## config.mk

```make
export PLATFORM = sky130hd
export DESIGN_NAME = lcsf_resp
export DESIGN_NICKNAME = d
export VERILOG_FILES = /design/src/sv/lcsf_pkg.sv /design/src/sv/lcsf_resp.sv
export SDC_FILE = /design/constraint.sdc
export NUM_CORES = 1
export LEC_CHECK = 0
export BUFFER_PORTS_ARGS = -buffer_cell sky130_fd_sc_hd__buf_4
export CAP_MARGIN = 10
export CORE_AREA = 2 2 116 73
export CTS_CLUSTER_SIZE = 20
export DETAILED_ROUTE_END_ITERATION = 6
export DIE_AREA = 0 0 118 75
export SYNTH_ARGS = -nofsm -noshare
export SYNTH_HDL_FRONTEND = slang
export SYNTH_SLANG_ARGS = --single-unit
```

## constraint.sdc

```tcl
create_clock -name clk -period 6.6 [get_ports clk]
set_clock_uncertainty 0.2 [all_clocks]
set_input_delay 1.32 -clock clk [delete_from_list [all_inputs] [get_ports clk]]
set_output_delay 1.32 -clock clk [all_outputs]
set_load 0.01 [all_outputs]
```

## src/sv/lcsf_pkg.sv

```systemverilog
// Shared types and constants for the latency-capped sample FIFO.
// Holds the payload structs, register indexes and reset values.
// No dependencies.
package lcsf_pkg;

	localparam int REG_W           = 13;
	localparam int DATA_W          = 32;
	localparam int CFG_IDX_W       = 2;
	localparam int DEPTH_DEF       = 4096;
	localparam int SAMPLE_BITS_DEF = 32;

	localparam logic [REG_W-1:0] CAP_RESET = 13'd4096;
	localparam logic [REG_W-1:0] TGT_RESET = 13'd2048;

	localparam logic MODE_WRITE = 1'b0;
	localparam logic MODE_READ  = 1'b1;

	typedef enum logic [CFG_IDX_W-1:0] {
		CFG_CAPACITY = 2'd0,
		CFG_TARGET   = 2'd1
	} cfg_reg_e;

	typedef struct packed {
		logic              mode;
		logic [DATA_W-1:0] sample_in;
	} req_item_t;

	typedef struct packed {
		logic [DATA_W-1:0] sample_out;
		logic              underrun;
		logic              became_nonempty;
		logic              dropped_oldest;
		logic [REG_W-1:0]  fill_level;
	} rsp_item_t;

	typedef struct packed {
		logic             has_data;
		logic             underrun;
		logic             became_nonempty;
		logic             dropped_oldest;
		logic [REG_W-1:0] fill_level;
	} res_meta_t;

endpackage

```

## src/sv/lcsf_resp.sv

```systemverilog
// Response path: holds the item waiting for RAM data, then the output register.
// Drives the input stall. Depends on lcsf_pkg.
module lcsf_resp #(
	parameter int SW = 32
) (
	input  logic                 clk,
	input  logic                 arst_n,
	input  logic                 take,
	input  lcsf_pkg::res_meta_t  meta,
	input  logic [SW-1:0]        rdata,
	output logic                 req_stall,
	output logic                 rsp_valid,
	input  logic                 rsp_stall,
	output lcsf_pkg::rsp_item_t  rsp
);
	import lcsf_pkg::*;

	logic      s1_vld_q, rsp_vld_q, adv;
	res_meta_t meta_s1;
	rsp_item_t rsp_q;

	assign adv       = !(rsp_vld_q && rsp_stall);
	assign req_stall = s1_vld_q && !adv;
	assign rsp_valid = rsp_vld_q;
	assign rsp       = rsp_q;

	always_ff @(posedge clk or negedge arst_n) begin
		if (!arst_n) begin
			s1_vld_q  <= 1'b0;
			rsp_vld_q <= 1'b0;
		end else begin
			if (take) begin
				s1_vld_q <= 1'b1;
			end else if (adv) begin
				s1_vld_q <= 1'b0;
			end
			if (adv) begin
				rsp_vld_q <= s1_vld_q;
			end
		end
	end

	always_ff @(posedge clk) begin
		if (take) begin
			meta_s1 <= meta;
		end
		if (adv && s1_vld_q) begin
			rsp_q.sample_out      <= meta_s1.has_data ? DATA_W'(rdata) : '0;
			rsp_q.underrun        <= meta_s1.underrun;
			rsp_q.became_nonempty <= meta_s1.became_nonempty;
			rsp_q.dropped_oldest  <= meta_s1.dropped_oldest;
			rsp_q.fill_level      <= meta_s1.fill_level;
		end
	end

endmodule

```

Word level (Yosys, flattened, before mapping)
Cells that the tools add are included.
{ "word_totals": {"regBits": 67, "input_bits": 53, "out_inout_bits": 50, "elab_cells": 19} }
{ "classes": {"eq_ne": 1, "n_mux": 2, "reduce_logical": 4} }
{ "ops": {"columns": ["cell", "count"], "rows": [
  ["logical AND 1 bit", 3],
  ["two-way mux 1 bit", 2],
  ["!= test 2 bit, second input constant", 1],
  ["zero test 1 bit", 1]
]} }

Logic depth before layout (Yosys ltp)
{ "depth": {"ltp_word": 3, "depth_mapped": 2, "depth_no_buf": 1} }

Worst setup path before layout
No wires, ideal clock.
{ "synth_path": {"kind": "input port to flip-flop", "from": "input port rsp_stall", "to": "register rsp_q, in the netlist rsp[0], enable pin", "setup_time_ps": 527, "t_arrival_ps": 4818, "required_time_ps": 5873, "path_slack_ps": 1055, "cell_stages": 1, "path_buffers": 0, "cell_sequence": "a21boi_0"} }
{ "synth_between": {"elab_chain_len": 3} }
{ "synth_rtl": {"columns": ["item", "line", "rtl"], "rows": [
  ["start: declaration", "lcsf_resp.sv:13", "input logic rsp_stall,"],
  ["logical AND 1 bit", "lcsf_resp.sv:22", "assign adv = !(rsp_vld_q && rsp_stall);"],
  ["zero test 1 bit", "lcsf_resp.sv:22", null],
  ["logical AND 1 bit", "lcsf_resp.sv:47", "if (adv && s1_vld_q) begin"],
  ["end: declaration", "lcsf_resp.sv:20", "rsp_item_t rsp_q;"]
]} }
No other way between the ends.
A chain may end at the register's enable or synchronous reset.

Worst setup path after layout
{ "layout_path": {"from": "input port rsp_stall", "to": "output port req_stall"} }
{ "layout_between": {"elab_chain_len": 2} }
{ "layout_rtl": {"columns": ["item", "line", "rtl"], "rows": [
  ["logical AND 1 bit", "lcsf_resp.sv:22", null],
  ["logical AND 1 bit", "lcsf_resp.sv:23", "assign req_stall = s1_vld_q && !adv;"],
  ["end: declaration", "lcsf_resp.sv:11", "output logic req_stall,"]
]} }
No other way between the ends.

==> run metrics <==
Leakage Power 0.00144 uW; share of layout cells above drive strength 1 0.685; synth warn 0; Hold WS 0.216 ns; die area 8850 um^2; Synth Register Bits 67; critical path's most frequent cell buf_4; Max Fclk 307 MHz; Peak VDD IR 0.000209 V; Routed WL per cell 13.2 um; total gr overflow 0; Core ar. 7730 um^2; dpl ws 3.35 ns; initial antenna violation count 0; Worst setup SP type input pin; # rows 25; routability congestion estimate 0.691; Max clock buf depth 2; Top Ports 103; drt via density 3.93; Residual DRC 0; clk_lat worst skew 0.32 ns; Synth top area share 0.853; RSZ-0062 raised after global routing false; TritonCTS clock tree yes; final antenna-violating net count 0; total power 1120 uW; FF-to-FF End rsp[45]; Starting Density 0.296; final worst slack 3.35 ns; syn nets 159; Die Width 118 um; Post-Syn Instances 106; area leader, netlist edfxtp_1; final worst-path cycle share 0.493; Netlist Area Pre-Place 2290 um^2; PostCTS Resize Cnt 0; Hold Path Sink rsp[1]; nature of the critical path endpoint output pin; register area share after synthesis 0.875; most common cell after layout, fill and taps aside buf_4; commonest cells after routing, fill and taps aside buf_4 (103), edfxtp_1 (65), and2_2 (32); slew of the pin with the lowest slew margin 0.791 ns; vias in the first global route 1312; min-delay worst type reg -> reg; Crit path arrival time 1.73 ns; total wire length 4.35 mm; maximum number of pins on one net before global-route repair 49; Period minus WS final 3.25 ns; Post-Syn Area per Cell 21.6 um^2; CTS buffer count 9; outcome finished, final reports clean; max cap viols 0; CP Max Fanout 4; final core occ 0.454; Crit-path slowest cell and3_1; dominant cells by area after synthesis edfxtp_1 (85%), and2_2 (11%), dfrtp_1 (2.2%); Hold Path Cell Cnt 0; port buffer count 102; Slew Limit Fails 0; Hold Path Origin meta_s1[1]; Final Hold Fails 0; # diodes 0; DRT iter0 DRCs 38; Setup CP Type in -> out; H-tree Lvls 3; GRT Total Usage 0.110; Post-CTS Setup Bufs 0; Critical Path Max Stage Delay 0.14 ns; Power Dens Cells 319 nW/um^2; WP data required 5.08 ns; unique cell type count in the Yosys netlist 8; CTS root buf clkbuf_16; Setup TNS 0 ns; Hold Buf Count CTS 0; area grow syn2layout 53.5%; r2r startpoint rsp_valid; CP Cell Sequence buf_4 -> and3_1 -> buf_4; iteration count of the initial detailed-routing pass 4; Reg clk slew, reported paths 0.05 ns; Final setup viols 0; fin nets 270; depth of the worst register-to-register path 2; first-pass GRT wire length 6.84 mm; Die Span Y 75 um; CTS Sinks 67; Via Count 1297; Worst slew margin 0.472; register-to-register path setup slack 4.87 ns
[state kept, by name, indices dropped and copies added (netlist names)]
name and flops:
rsp_valid 1, rsp 48, meta_s1 17, s1_vld_q 1
[worst max-delay path: cells and delay by family]
family / cells / cell delay, ns
and+or+nand+nor: 1 / 0.14
buffers and inverters: 2 / 0.27
[metal layers]
layer  vias up  part of all wire  track usage
met3         9              0.11       0.0705
met1       595              0.48        0.145
met2        77              0.39        0.134
met4         0             0.017       0.0602
li1        616                 -            -
met5         -                 0            0
[final cells by class]
class                      count  area, um^2
fill                         704        4220
sequential                    67        2000
timing repair buffer         103         773
multi-input combinational     36         282
clock buffer                  10         229
tap                          108         135
clock inverter                 6        90.1
[power breakdown]
| part | internal [uW] | total [uW] | leakage (uW) | switching, uW |
|---|---|---|---|---|
| Combinational | 58.7 | 101 | 0.000628 | 42.2 |
| Sequential | 510 | 524 | 0.000658 | 13.4 |
| Clock | 331 | 497 | 0.000153 | 166 |
| Total | 900 | 1120 | 0.00144 | 222 |
[worst max path at each step]
| stage | to | depth (start not counted) | from |
|---|---|---|---|
| detailed placement | req_stall | 3 | rsp_stall |
| global route | req_stall | 3 | rsp_stall |
| finish | req_stall | 3 | rsp_stall |
| floorplan | rsp[0] | 1 | rsp_stall |
| global placement | req_stall | 3 | rsp_stall |
| CTS | req_stall | 3 | rsp_stall |
[synth_stat cells (all sizes together)]
cell,count
and3,1
and2,32
edfxtp,65
a21boi,1
a21o,1
dfrtp,2
clkbuf,3
a31o,1
[metrics by stage]
| step | cells | instance area (um^2) |
|---|---|---|
| floorplan | 106 | 2290 |
| global placement | 314 | 3190 |
| detailed placement | 314 | 3190 |
| CTS | 330 | 3510 |
| global route | 330 | 3510 |
| finish | 330 | 3510 |
[logic make-up after synthesis]
| family | after synthesis | share of synthesized area |
|---|---|---|
| buf+inv | 3 | 0.00656 |
| flops | 67 | 0.875 |
| simple gates | 33 | 0.108 |
| compound gates | 3 | 0.0104 |
(Power assumes the default switching activity.)
