File: config.mk
export PLATFORM = sky130hd
export DESIGN_NAME = lcsf_ctrl
export DESIGN_NICKNAME = d
export VERILOG_FILES = /design/src/sv/lcsf_pkg.sv /design/src/sv/lcsf_ctrl.sv
export SDC_FILE = /design/constraint.sdc
export NUM_CORES = 1
export LEC_CHECK = 0
export ABC_CLOCK_PERIOD_IN_PS = 12500
export BUFFER_PORTS_ARGS = -buffer_cell sky130_fd_sc_hd__buf_4
export CAP_MARGIN = 20
export CORE_MARGIN = 4
export CORE_UTILIZATION = 47
export CTS_CLUSTER_SIZE = 24
export DETAILED_ROUTE_END_ITERATION = 10
export GPL_ROUTABILITY_DRIVEN = 0
export GPL_TIMING_DRIVEN = 0
export PLACE_DENSITY_LB_ADDON = 0.12
export SLEW_MARGIN = 10
export SYNTH_ARGS = -nofsm -noshare
export SYNTH_HDL_FRONTEND = slang
export SYNTH_SLANG_ARGS = --single-unit
File: constraint.sdc
create_clock -name clk -period 12.5 [get_ports clk]
set_input_delay 0.625 -clock clk [delete_from_list [all_inputs] [get_ports clk]]
set_output_delay 0.625 -clock clk [all_outputs]
set_load 0.01 [all_outputs]
File: src/sv/lcsf_pkg.sv
// Shared types and constants for the latency-capped sample FIFO.
// Holds the payload structs, register indexes and reset values.
// No dependencies.
package lcsf_pkg;

	localparam int REG_W           = 13;
	localparam int DATA_W          = 32;
	localparam int CFG_IDX_W       = 2;
	localparam int DEPTH_DEF       = 4096;
	localparam int SAMPLE_BITS_DEF = 32;

	localparam logic [REG_W-1:0] CAP_RESET = 13'd4096;
	localparam logic [REG_W-1:0] TGT_RESET = 13'd2048;

	localparam logic MODE_WRITE = 1'b0;
	localparam logic MODE_READ  = 1'b1;

	typedef enum logic [CFG_IDX_W-1:0] {
		CFG_CAPACITY = 2'd0,
		CFG_TARGET   = 2'd1
	} cfg_reg_e;

	typedef struct packed {
		logic              mode;
		logic [DATA_W-1:0] sample_in;
	} req_item_t;

	typedef struct packed {
		logic [DATA_W-1:0] sample_out;
		logic              underrun;
		logic              became_nonempty;
		logic              dropped_oldest;
		logic [REG_W-1:0]  fill_level;
	} rsp_item_t;

	typedef struct packed {
		logic             has_data;
		logic             underrun;
		logic             became_nonempty;
		logic             dropped_oldest;
		logic [REG_W-1:0] fill_level;
	} res_meta_t;

endpackage

File: src/sv/lcsf_ctrl.sv
// Pointer, occupancy and configuration control for the sample FIFO.
// Issues at most one RAM access per accepted transfer. Depends on lcsf_pkg.
module lcsf_ctrl #(
	parameter int DEPTH = 4096,
	parameter int AW    = 12,
	parameter int SW    = 32
) (
	input  logic                            clk,
	input  logic                            arst_n,
	input  logic                            take,
	input  lcsf_pkg::req_item_t             item,
	input  logic                            cfg_we,
	input  logic [lcsf_pkg::CFG_IDX_W-1:0]  cfg_index,
	input  logic [lcsf_pkg::REG_W-1:0]      cfg_wdata,
	output logic                            ram_we,
	output logic                            ram_re,
	output logic [AW-1:0]                   ram_addr,
	output logic [SW-1:0]                   ram_wdata,
	output lcsf_pkg::res_meta_t             meta
);
	import lcsf_pkg::*;

	localparam int DW    = $clog2(DEPTH + 1);
	localparam int CMP_W = ((DW > REG_W) ? DW : REG_W) + 1;

	logic [AW-1:0]    rp_q, wp_q, rp_a, wp_a, rp_d, wp_d;
	logic [REG_W-1:0] occ_q, occ_a, occ_d;
	logic [REG_W-1:0] cap_q, tgt_q, c_eff, t_eff;

	function automatic logic [AW-1:0] wrap_inc(input logic [AW-1:0] p,
	                                           input logic [REG_W-1:0] c);
		logic [CMP_W-1:0] nxt;
		nxt = CMP_W'(p) + CMP_W'(1);
		if (nxt >= CMP_W'(c)) begin
			wrap_inc = '0;
		end else begin
			wrap_inc = AW'(nxt);
		end
	endfunction

	always_comb begin
		if (cap_q == '0) begin
			c_eff = REG_W'(1);
		end else if (CMP_W'(cap_q) > CMP_W'(DEPTH)) begin
			c_eff = REG_W'(DEPTH);
		end else begin
			c_eff = cap_q;
		end
		if (tgt_q == '0) begin
			t_eff = REG_W'(1);
		end else if (tgt_q > c_eff) begin
			t_eff = c_eff;
		end else begin
			t_eff = tgt_q;
		end
	end

	// The fill never exceeds the target after a write, so each drop step
	// removes at most one sample.
	always_comb begin
		rp_a      = rp_q;
		wp_a      = wp_q;
		occ_a     = occ_q;
		rp_d      = rp_q;
		wp_d      = wp_q;
		occ_d     = occ_q;
		ram_we    = 1'b0;
		ram_re    = 1'b0;
		ram_addr  = rp_q;
		ram_wdata = item.sample_in[SW-1:0];
		meta      = '0;
		if (take) begin
			if (item.mode == MODE_WRITE) begin
				if (c_eff == REG_W'(1)) begin
					rp_a  = '0;
					wp_a  = '0;
					occ_a = '0;
				end else if (occ_q >= c_eff) begin
					rp_a  = wrap_inc(rp_q, c_eff);
					occ_a = occ_q - REG_W'(1);
				end
				meta.became_nonempty = (occ_a == '0);
				ram_we   = 1'b1;
				ram_addr = wp_a;
				wp_d     = wrap_inc(wp_a, c_eff);
				occ_d    = occ_a + REG_W'(1);
				rp_d     = rp_a;
				if (occ_d > t_eff) begin
					rp_d  = wrap_inc(rp_a, c_eff);
					occ_d = occ_d - REG_W'(1);
				end
				meta.dropped_oldest =
					((REG_W+1)'(occ_d) != ((REG_W+1)'(occ_q) + (REG_W+1)'(1)));
			end else if (occ_q != '0) begin
				meta.has_data = 1'b1;
				ram_re        = 1'b1;
				ram_addr      = rp_q;
				rp_d          = wrap_inc(rp_q, c_eff);
				occ_d         = occ_q - REG_W'(1);
			end else begin
				meta.underrun = 1'b1;
			end
		end
		meta.fill_level = occ_d;
	end

	always_ff @(posedge clk or negedge arst_n) begin
		if (!arst_n) begin
			rp_q  <= '0;
			wp_q  <= '0;
			occ_q <= '0;
			cap_q <= CAP_RESET;
			tgt_q <= TGT_RESET;
		end else if (cfg_we) begin
			unique case (cfg_index)
				CFG_CAPACITY: begin
					cap_q <= cfg_wdata;
					rp_q  <= '0;
					wp_q  <= '0;
					occ_q <= '0;
				end
				CFG_TARGET: begin
					tgt_q <= cfg_wdata;
					rp_q  <= '0;
					wp_q  <= '0;
					occ_q <= '0;
				end
				default: begin
				end
			endcase
		end else if (take) begin
			rp_q  <= rp_d;
			wp_q  <= wp_d;
			occ_q <= occ_d;
		end
	end

endmodule

# Word-level counts from Yosys, hierarchy flattened
# Index checks and enable logic that the tools add are counted.
[word_totals] output_inout_bits=63 reg_bits=63 wordCells=84
[op_classes] reduce_logical=12 n_lt_le_gt_ge=7 n_eq_ne=6 addsub=7 n_mux=47
[ops] op="$mux W12" count=21
[ops] op="$mux W13" count=17
[ops] op="$ge A13 B13 Y1" count=4
[ops] op="$add A12 B1 Y13 const B" count=3
[ops] op="$logic_not A13 Y1" count=3
[ops] op="$gt A13 B13 Y1" count=2
[ops] op="$sub A13 B1 Y13 const B" count=2
[ops] op="$add A13 B1 Y14 const B" count=1
[ops] op="$ne A13 B14 Y1" count=1
[ops] op="$add A13 B1 Y13 const B" count=1
[ops] op="$eq A13 B1 Y1 const B" count=1
[ops] op="$gt A13 B13 Y1 const B" count=1
[ops] op="$reduce_bool A13 Y1" count=1
[ops] op="$mux W1" count=6
[ops] op="$reduce_and A2 Y1" count=3
[ops] op="$reduce_and A3 Y1" count=2
[ops] op="$mux W2" count=2
[ops] op="$mux W4" count=1
[ops] op="$ne A3 B1 Y1 const B" count=1
[ops] op="$eq A2 B1 Y1 const B" count=1
[ops] op="$logic_not A2 Y1" count=1
[ops] op="$ne A2 B1 Y1 const B" count=1
[ops] op="$ne A2 B2 Y1 const B" count=1
[ops] op="$reduce_bool A2 Y1" count=1
[ops] op="$reduce_or A2 Y1" count=1

# Depth between registers and ports, before layout
# Gate-level depths: netlist of run 1.
[logic_depth] ltp_word=17 depth_mapped=31 depth_no_buf=28

# Least setup slack after synthesis of run 1
# No wires, ideal clock.
[synth_timing] path_type="register -> output" from="reg cap_q[7]" to="out meta[13] (netlist bit)" required_ps=11875 arrival_ps=6339 setup_slack_ps=5536 stages_incl_launch_ff=31 n_path_buf=3 cell_sequence="dfrtp_1 nor4_1 nand3_1 o21ai_0 nand2_1 ha_1 and4_1 and3_1 a21oi_4 a21oi_1 clkbuf_1 nor2_1 a211oi_1 ha_1 clkbuf_1 a21boi_1 a311o_1 nand2_1 ha_1 a21o_1 a21o_1 a21oi_1 nor2_1 a21oi_1 a21oi_2 o21ai_2 buf_2 xnor2_1 o221ai_1 nor4_1 a41oi_1"
[synth_rtl] item="from (decl)" line_no="lcsf_ctrl.sv:28" source="logic [REG_W-1:0] cap_q, tgt_q, c_eff, t_eff;"
[synth_rtl] item="from (signal assigned)" line_no="lcsf_ctrl.sv:117" source="cap_q <= cfg_wdata;"
[synth_rtl] item="to (decl)" line_no="lcsf_ctrl.sv:19" source="output lcsf_pkg::res_meta_t meta"

==> results.py, run 1 <==
metrics = {
    "placement": {
        "port_buffers": 81,
        "postPlaceCellArea_sq_um": 9305,
        "place.detailed.hpwl_mm": 22.13,
    },
    "logic_synthesis": {
        "netlist.area_leader.share_pct": 18.14,
        "synth-edff-count": 0,
        "ys_warn_count": 0,
        "synthFlopType": "dfrtp_1",
        "syn_nets": 1224,
        "synth_top_cells_by_count": "nand2_1, ha_1, nor2_1, a21oi_1, xnor2_1",
        "yosys.area.top_type": "dfrtp_1",
        "async_flop_share_pct": 100.0,
        "syn_area_sq_um": 8416,
        "ys_types": 84,
        "ys_ff_latch": 63,
        "ys_seq_area_share_pct": 18.76,
        "synth_most_common_cell": "nand2_1",
        "synth_area_per_cell_sq_um": 7.749,
        "netlist_instances": 1086,
        "synthTopCellsByArea": "dfrtp_1, ha_1, xnor2_1, nand2_1, a21oi_1",
    },
    "clocking": {
        "cts-resized-gates": 0,
        "numCtsBuffers": 9,
        "insertion_delay_ps": 360,
        "hold_buffers": 0,
        "ctsRootBufferMaster": "clkbuf_16",
        "htreeDepth": 3,
        "cts_sinks": 63,
        "clk_pin_slew_ps": 60,
        "cts_tree": "yes",
        "clk_path_buf_depth": 2,
        "post_cts_buffers": 0,
    },
    "cells_and_area": {
        "filler_cell_count": 1699,
        "nets": 1316,
        "fin_area_sq_um": 9638,
        "num_antenna_cells": 0,
        "area_growth_pct": 14.53,
        "drive_above_1_share_pct": 16.15,
    },
    "sta": {
        "fin_crit_ps": 9863,
        "rsz0062_at_grt": "no",
        "slew-limit-headroom_pct": 34.78,
        "fmax_ghz": 0.1014,
        "clock_skew_ps": 15.06,
        "hold_viol_final": 0,
        "setup_viol": 0,
        "drv_slew": 0,
        "tightest_slew_ps": 965.7,
        "min_period_over_period_pct": 78.91,
        "setup_tns_ps": 0,
    },
    "setup_path": {
        "endpoint_kind": "output port",
        "cp_max_fo": 11,
        "cp.required_ps": 11880,
        "r2r_cells": 28,
        "arrival_ps": 9240,
        "cpPeakStageDelay_ps": 670,
        "crit_path_top_delay_cell": "a21oi_1",
        "crit_type": "flop to output port",
        "startpoint_type": "flop",
    },
    "global_routing": {
        "grt_overflow": 0,
        "grt_pass1_vias": 7963,
        "grt_antenna_before_repair": 0,
        "grt_usage_pct": 28.01,
        "grt_max_degree": 64,
        "grt_pass1_wl_mm": 43.95,
    },
    "run_status": {
        "status": "finished, final reports clean",
    },
    "floorplan": {
        "die_y_microns": 141.8,
        "rows": 48,
        "core-area_sq_um": 17420,
        "dieWidth_microns": 141.8,
        "dieArea_sq_um": 20110,
        "initial_core_util_pct": 48.32,
        "ios": 115,
    },
    "drt": {
        "drt-total-wl_mm": 28.60,
        "wl_per_cell_microns": 20.31,
        "drt_pass1_iterations": 5,
        "num_vias": 8638,
        "drt_iter0_drc": 766,
        "drc": 0,
        "avgViaCountPerCell": 6.135,
        "final_antenna_net_count": 0,
    },
    "pwr": {
        "p_leak_uw": 0.004205,
        "power_density_nw_per_um2": 249.8,
        "vdd_drop_max_mv": 0.1142,
    },
    "flow_run": {
        "maxCapViolCount": 0,
    },
    "worst_hold_path": {
        "hp-class": "input pin to asynchronous set/reset pin",
    },
}
layout make-up:
class	count	area [sq um]	area share [%]
plain buffers	95	489.2	5.076
clock buffers	10	239.0	2.480
clock inverters	6	93.84	0.9736
inverters	27	101.3	1.052
multi-input cells	901	6246	64.81
flip-flops and latches	63	1579	16.38
well taps	225	281.5	2.921
repair buffers	81	608.1	6.309
power by group:
group	internal, uW	switching (uW)
registers	250	57.2
clock network	181	115
logic	701	1100
cell usage in the layout, fill, tap and decap left out, drive strengths merged, types with 15 or more instances in the layout:
cell      n
a21oi    75
a22o     25
buf     128
clkbuf   58
dfrtp    61
ha       86
inv      27
mux2     32
nand2   116
nand3    42
nand4    25
nor2     77
nor2b    19
nor3     40
nor4     16
o21a     15
o21ai    73
xnor2    63
xor2     22
registers in the layout, summed over array words and instances, names as in the netlist:
register and flops:
tgt_q 13, rp_q 12, occ_q 13, wp_q 12
cap_q 13
kinds of logic after synthesis:
family | Yosys count | share of synthesized area (%)
AO/OA/AOI/OAI | 282 | 22.23
XOR/XNOR | 89 | 9.917
adder cells (fa/ha/maj) | 86 | 12.79
buffers and inverters | 122 | 7.018
flip-flops | 63 | 18.76
multiplexers | 41 | 5.352
AND/OR/NAND/NOR | 403 | 23.94
path summary, 6_finish.rpt:
| check | start | endpoint | slack [ps] |
|---|---|---|---|
| min reg2reg | wp_q[5] | wp_q[5] | 530 |
| max reg2reg | cap_q[12] | occ_q[2] | 3700 |
| min in group clk | cfg_wdata[12] | cap_q[12] | 500 |
| min | arst_n | cap_q[11] | 370 |
| max | cap_q[12] | meta[13] | 2640 |
| max in group asynchronous | arst_n | occ_q[9] | 11550 |
routing by layer:
| metal | up-vias | track usage, % | wire length, microns |
|---|---|---|---|
| met4 | 0 | 9.596 | 1046 |
| met2 | 461 | 42.54 | 12250 |
| met3 | 64 | 7.179 | 2823 |
| met1 | 3988 | 38.67 | 12470 |
| met5 | - | 0 | 0 |
| li1 | 4125 | - | - |
metrics by stage:
stage	instances	hold WS (ps)	util, %	total power (uW)	setup WS [ps]
floorplan	1086	329.4	-	1584	5536
finish	1408	371.0	55.34	2408	2637
detailed placement	1392	500.0	53.43	2061	3219
global placement	1392	498.2	53.43	2042	3350
CTS	1408	421.5	55.34	2369	2766
global route	1408	449.7	55.34	2597	2139
worst max-delay path: cells and delay by family (launching register included):
| family | cells | cell delay, ps |
|---|---|---|
| and+or+nand+nor | 7 | 2070 |
| buffers and inverters | 6 | 2030 |
| adders and majority gates | 3 | 1060 |
| AOI/OAI and AO/OA | 11 | 3000 |
| xor gates and xnor gates | 2 | 320 |
| DFF | 1 | 380 |
No activity file was read; power rests on OpenSTA's default activity.
==> inputs of run 2 (changes only) <==
--- a/config.mk
+++ b/config.mk
@@ -5,7 +5,7 @@
 export SDC_FILE = /design/constraint.sdc
 export NUM_CORES = 1
 export LEC_CHECK = 0
-export ABC_CLOCK_PERIOD_IN_PS = 12500
+export ABC_CLOCK_PERIOD_IN_PS = 9000
 export BUFFER_PORTS_ARGS = -buffer_cell sky130_fd_sc_hd__buf_4
 export CAP_MARGIN = 20
 export CORE_MARGIN = 4
==> constraint.sdc (replaced) <==
create_clock -name clk -period 9 [get_ports clk]
set_input_delay 0.45 -clock clk [delete_from_list [all_inputs] [get_ports clk]]
set_output_delay 0.45 -clock clk [all_outputs]
set_load 0.01 [all_outputs]
==> run 2 against run 1 <==
Net effect:
- critical path depth stayed put
- via count hardly changed
- utilization is 0.19 points higher
- total power is 40% higher
- first-iteration DRC count is 1.0% higher
- non-clock buffer count is 1 lower
- flip-flop and latch count stayed put
- sequential share of layout area is 0.057 points lower
- clock power is 39% higher
- register-to-register slack worse by 2600 ps
- die area stayed put
- critical path type unchanged
- largest power group unchanged
==> results.py, run 2 (synthesis gave the netlist of run 1 again) <==
metrics = {
    "drt": {
        "num_vias": 8643,
        "avgViaCountPerCell": 6.143,
        "wl_per_cell_microns": 20.42,
        "final_antenna_net_count": 0,
        "drt_pass1_iterations": 5,
        "drc": 0,
        "drt_iter0_drc": 774,
        "drt-total-wl_mm": 28.73,
    },
    "placement": {
        "port_buffers": 81,
        "placed_cells": 1392,
        "pre_cts_ws_ps": -105.9,
        "place.detailed.hpwl_mm": 22.13,
    },
    "clocking": {
        "clk_path_buf_depth": 2,
        "numCtsBuffers": 9,
        "ctsRootBufferMaster": "clkbuf_16",
        "clk_pin_slew_ps": 60,
        "insertion_delay_ps": 360,
        "cts_tree": "yes",
        "post_cts_buffers": 0,
        "htreeDepth": 3,
        "cts_sinks": 63,
    },
    "floorplan": {
        "dieWidth_microns": 141.8,
        "ios": 115,
        "die_y_microns": 141.8,
        "core-area_sq_um": 17420,
        "dieArea_sq_um": 20110,
        "initial_core_util_pct": 48.32,
        "rows": 48,
    },
    "setup_path": {
        "cp.required_ps": 8550,
        "r2r-end": "rp_q[6]",
        "r2r_cells": 27,
        "timing.critical_path.mode_cell": "nor4_1",
        "cp_max_fo": 10,
        "arrival_ps": 8110,
        "reg2reg_setup_slack_ps": 1120,
        "crit_type": "flop to output port",
        "crit_path_top_delay_cell": "nor4_1",
        "cpPeakStageDelay_ps": 450,
        "endpoint_kind": "output port",
        "r2r-start": "cap_q[7]",
        "startpoint_type": "flop",
    },
    "cells_and_area": {
        "area_growth_pct": 14.93,
        "reg_top3": "cap_q (13), occ_q (13), tgt_q (13)",
        "final_cell_mix": "buf_4, nand2_1, ha_1",
        "filler_cell_count": 1696,
        "num_antenna_cells": 0,
        "drive_above_1_share_pct": 17.09,
        "fin_cells": 1407,
        "nets": 1315,
        "final_common_cell": "buf_4",
    },
    "global_routing": {
        "grt_antenna_before_repair": 0,
        "grt_pass1_wl_mm": 43.93,
        "grt_usage_pct": 28.00,
        "grt_overflow": 0,
        "grt_pass1_vias": 7958,
        "grt_max_degree": 64,
    },
    "sta": {
        "hold_viol_final": 0,
        "min_period_over_period_pct": 95.13,
        "holdWs_ps": 194.9,
        "setup_tns_ps": 0,
        "fmax_ghz": 0.1168,
        "setup_viol": 0,
        "setup_ws_ps": 438.7,
        "clock_skew_ps": 14.87,
        "slew-limit-headroom_pct": 33.53,
        "fin_crit_ps": 8561,
        "rsz0062_at_grt": "no",
        "drv_slew": 0,
        "tightest_slew_ps": 984.2,
    },
    "worst_hold_path": {
        "hp-class": "input pin to asynchronous set/reset pin",
    },
    "pwr": {
        "vdd_drop_max_mv": 0.1607,
        "p_leak_uw": 0.004212,
        "power_density_nw_per_um2": 347.5,
    },
    "run_status": {
        "status": "finished, final reports clean",
    },
    "flow_run": {
        "maxCapViolCount": 0,
    },
}
run 2: area by class of cell:
type / instances / area [sq um] / share of cell area, %
Multi-Input combinational cell: 901 / 6281 / 64.94
Sequential cell: 63 / 1579 / 16.33
Timing Repair Buffer: 81 / 608.1 / 6.287
Buffer: 94 / 488.0 / 5.045
Tap cell: 225 / 281.5 / 2.911
Clock buffer: 10 / 239.0 / 2.471
Inverter: 27 / 101.3 / 1.048
Clock inverter: 6 / 93.84 / 0.9702
run 2: stage by stage:
step                instance area, sq um  total power, uW  util, %
floorplan                           8416             2200        -
finish                              9672             3361    55.53
detailed placement                  9305             2863    53.43
CTS                                 9658             3301    55.45
global route                        9672             3623    55.53
global placement                    9305             2837    53.43
run 2: worst max path at each step:
stage	startpoint	end
floorplan	cap_q[7]	meta[13]
global placement	cap_q[12]	meta[13]
detailed placement	cap_q[12]	meta[13]
CTS	cap_q[12]	meta[13]
global route	cap_q[7]	meta[13]
finish	cap_q[7]	meta[13]
run 2: power by group:
part | internal (uW) | switching [uW]
combinational | 981 | 1540
sequential | 347 | 79.5
clock | 252 | 159
total | 1580 | 1780
run 2: metal layers:
metal | share of wire (%) | track usage (%)
met3 | 10 | 6.842
met5 | 0 | 0
met1 | 43 | 38.84
met4 | 3.4 | 9.596
met2 | 43 | 42.56
run 2: critical path: cells and delay by family, from the launching register on:
| family | cells | cell delay (ps) |
|---|---|---|
| flip-flops | 1 | 400 |
| adder cells (fa/ha/maj) | 3 | 1080 |
| AO/OA/AOI/OAI | 12 | 2880 |
| AND/OR/NAND/NOR | 8 | 2030 |
| buffers and inverters | 4 | 1040 |
| XOR/XNOR | 2 | 320 |
run 2: what timing repair did:
action	4_1_cts	5_1_grt
hold buffers	0	0
gates resized for setup	6	7
pin swaps	0	0
endpoints found under the hold margin	0	0
setup endpoints to repair	9	10
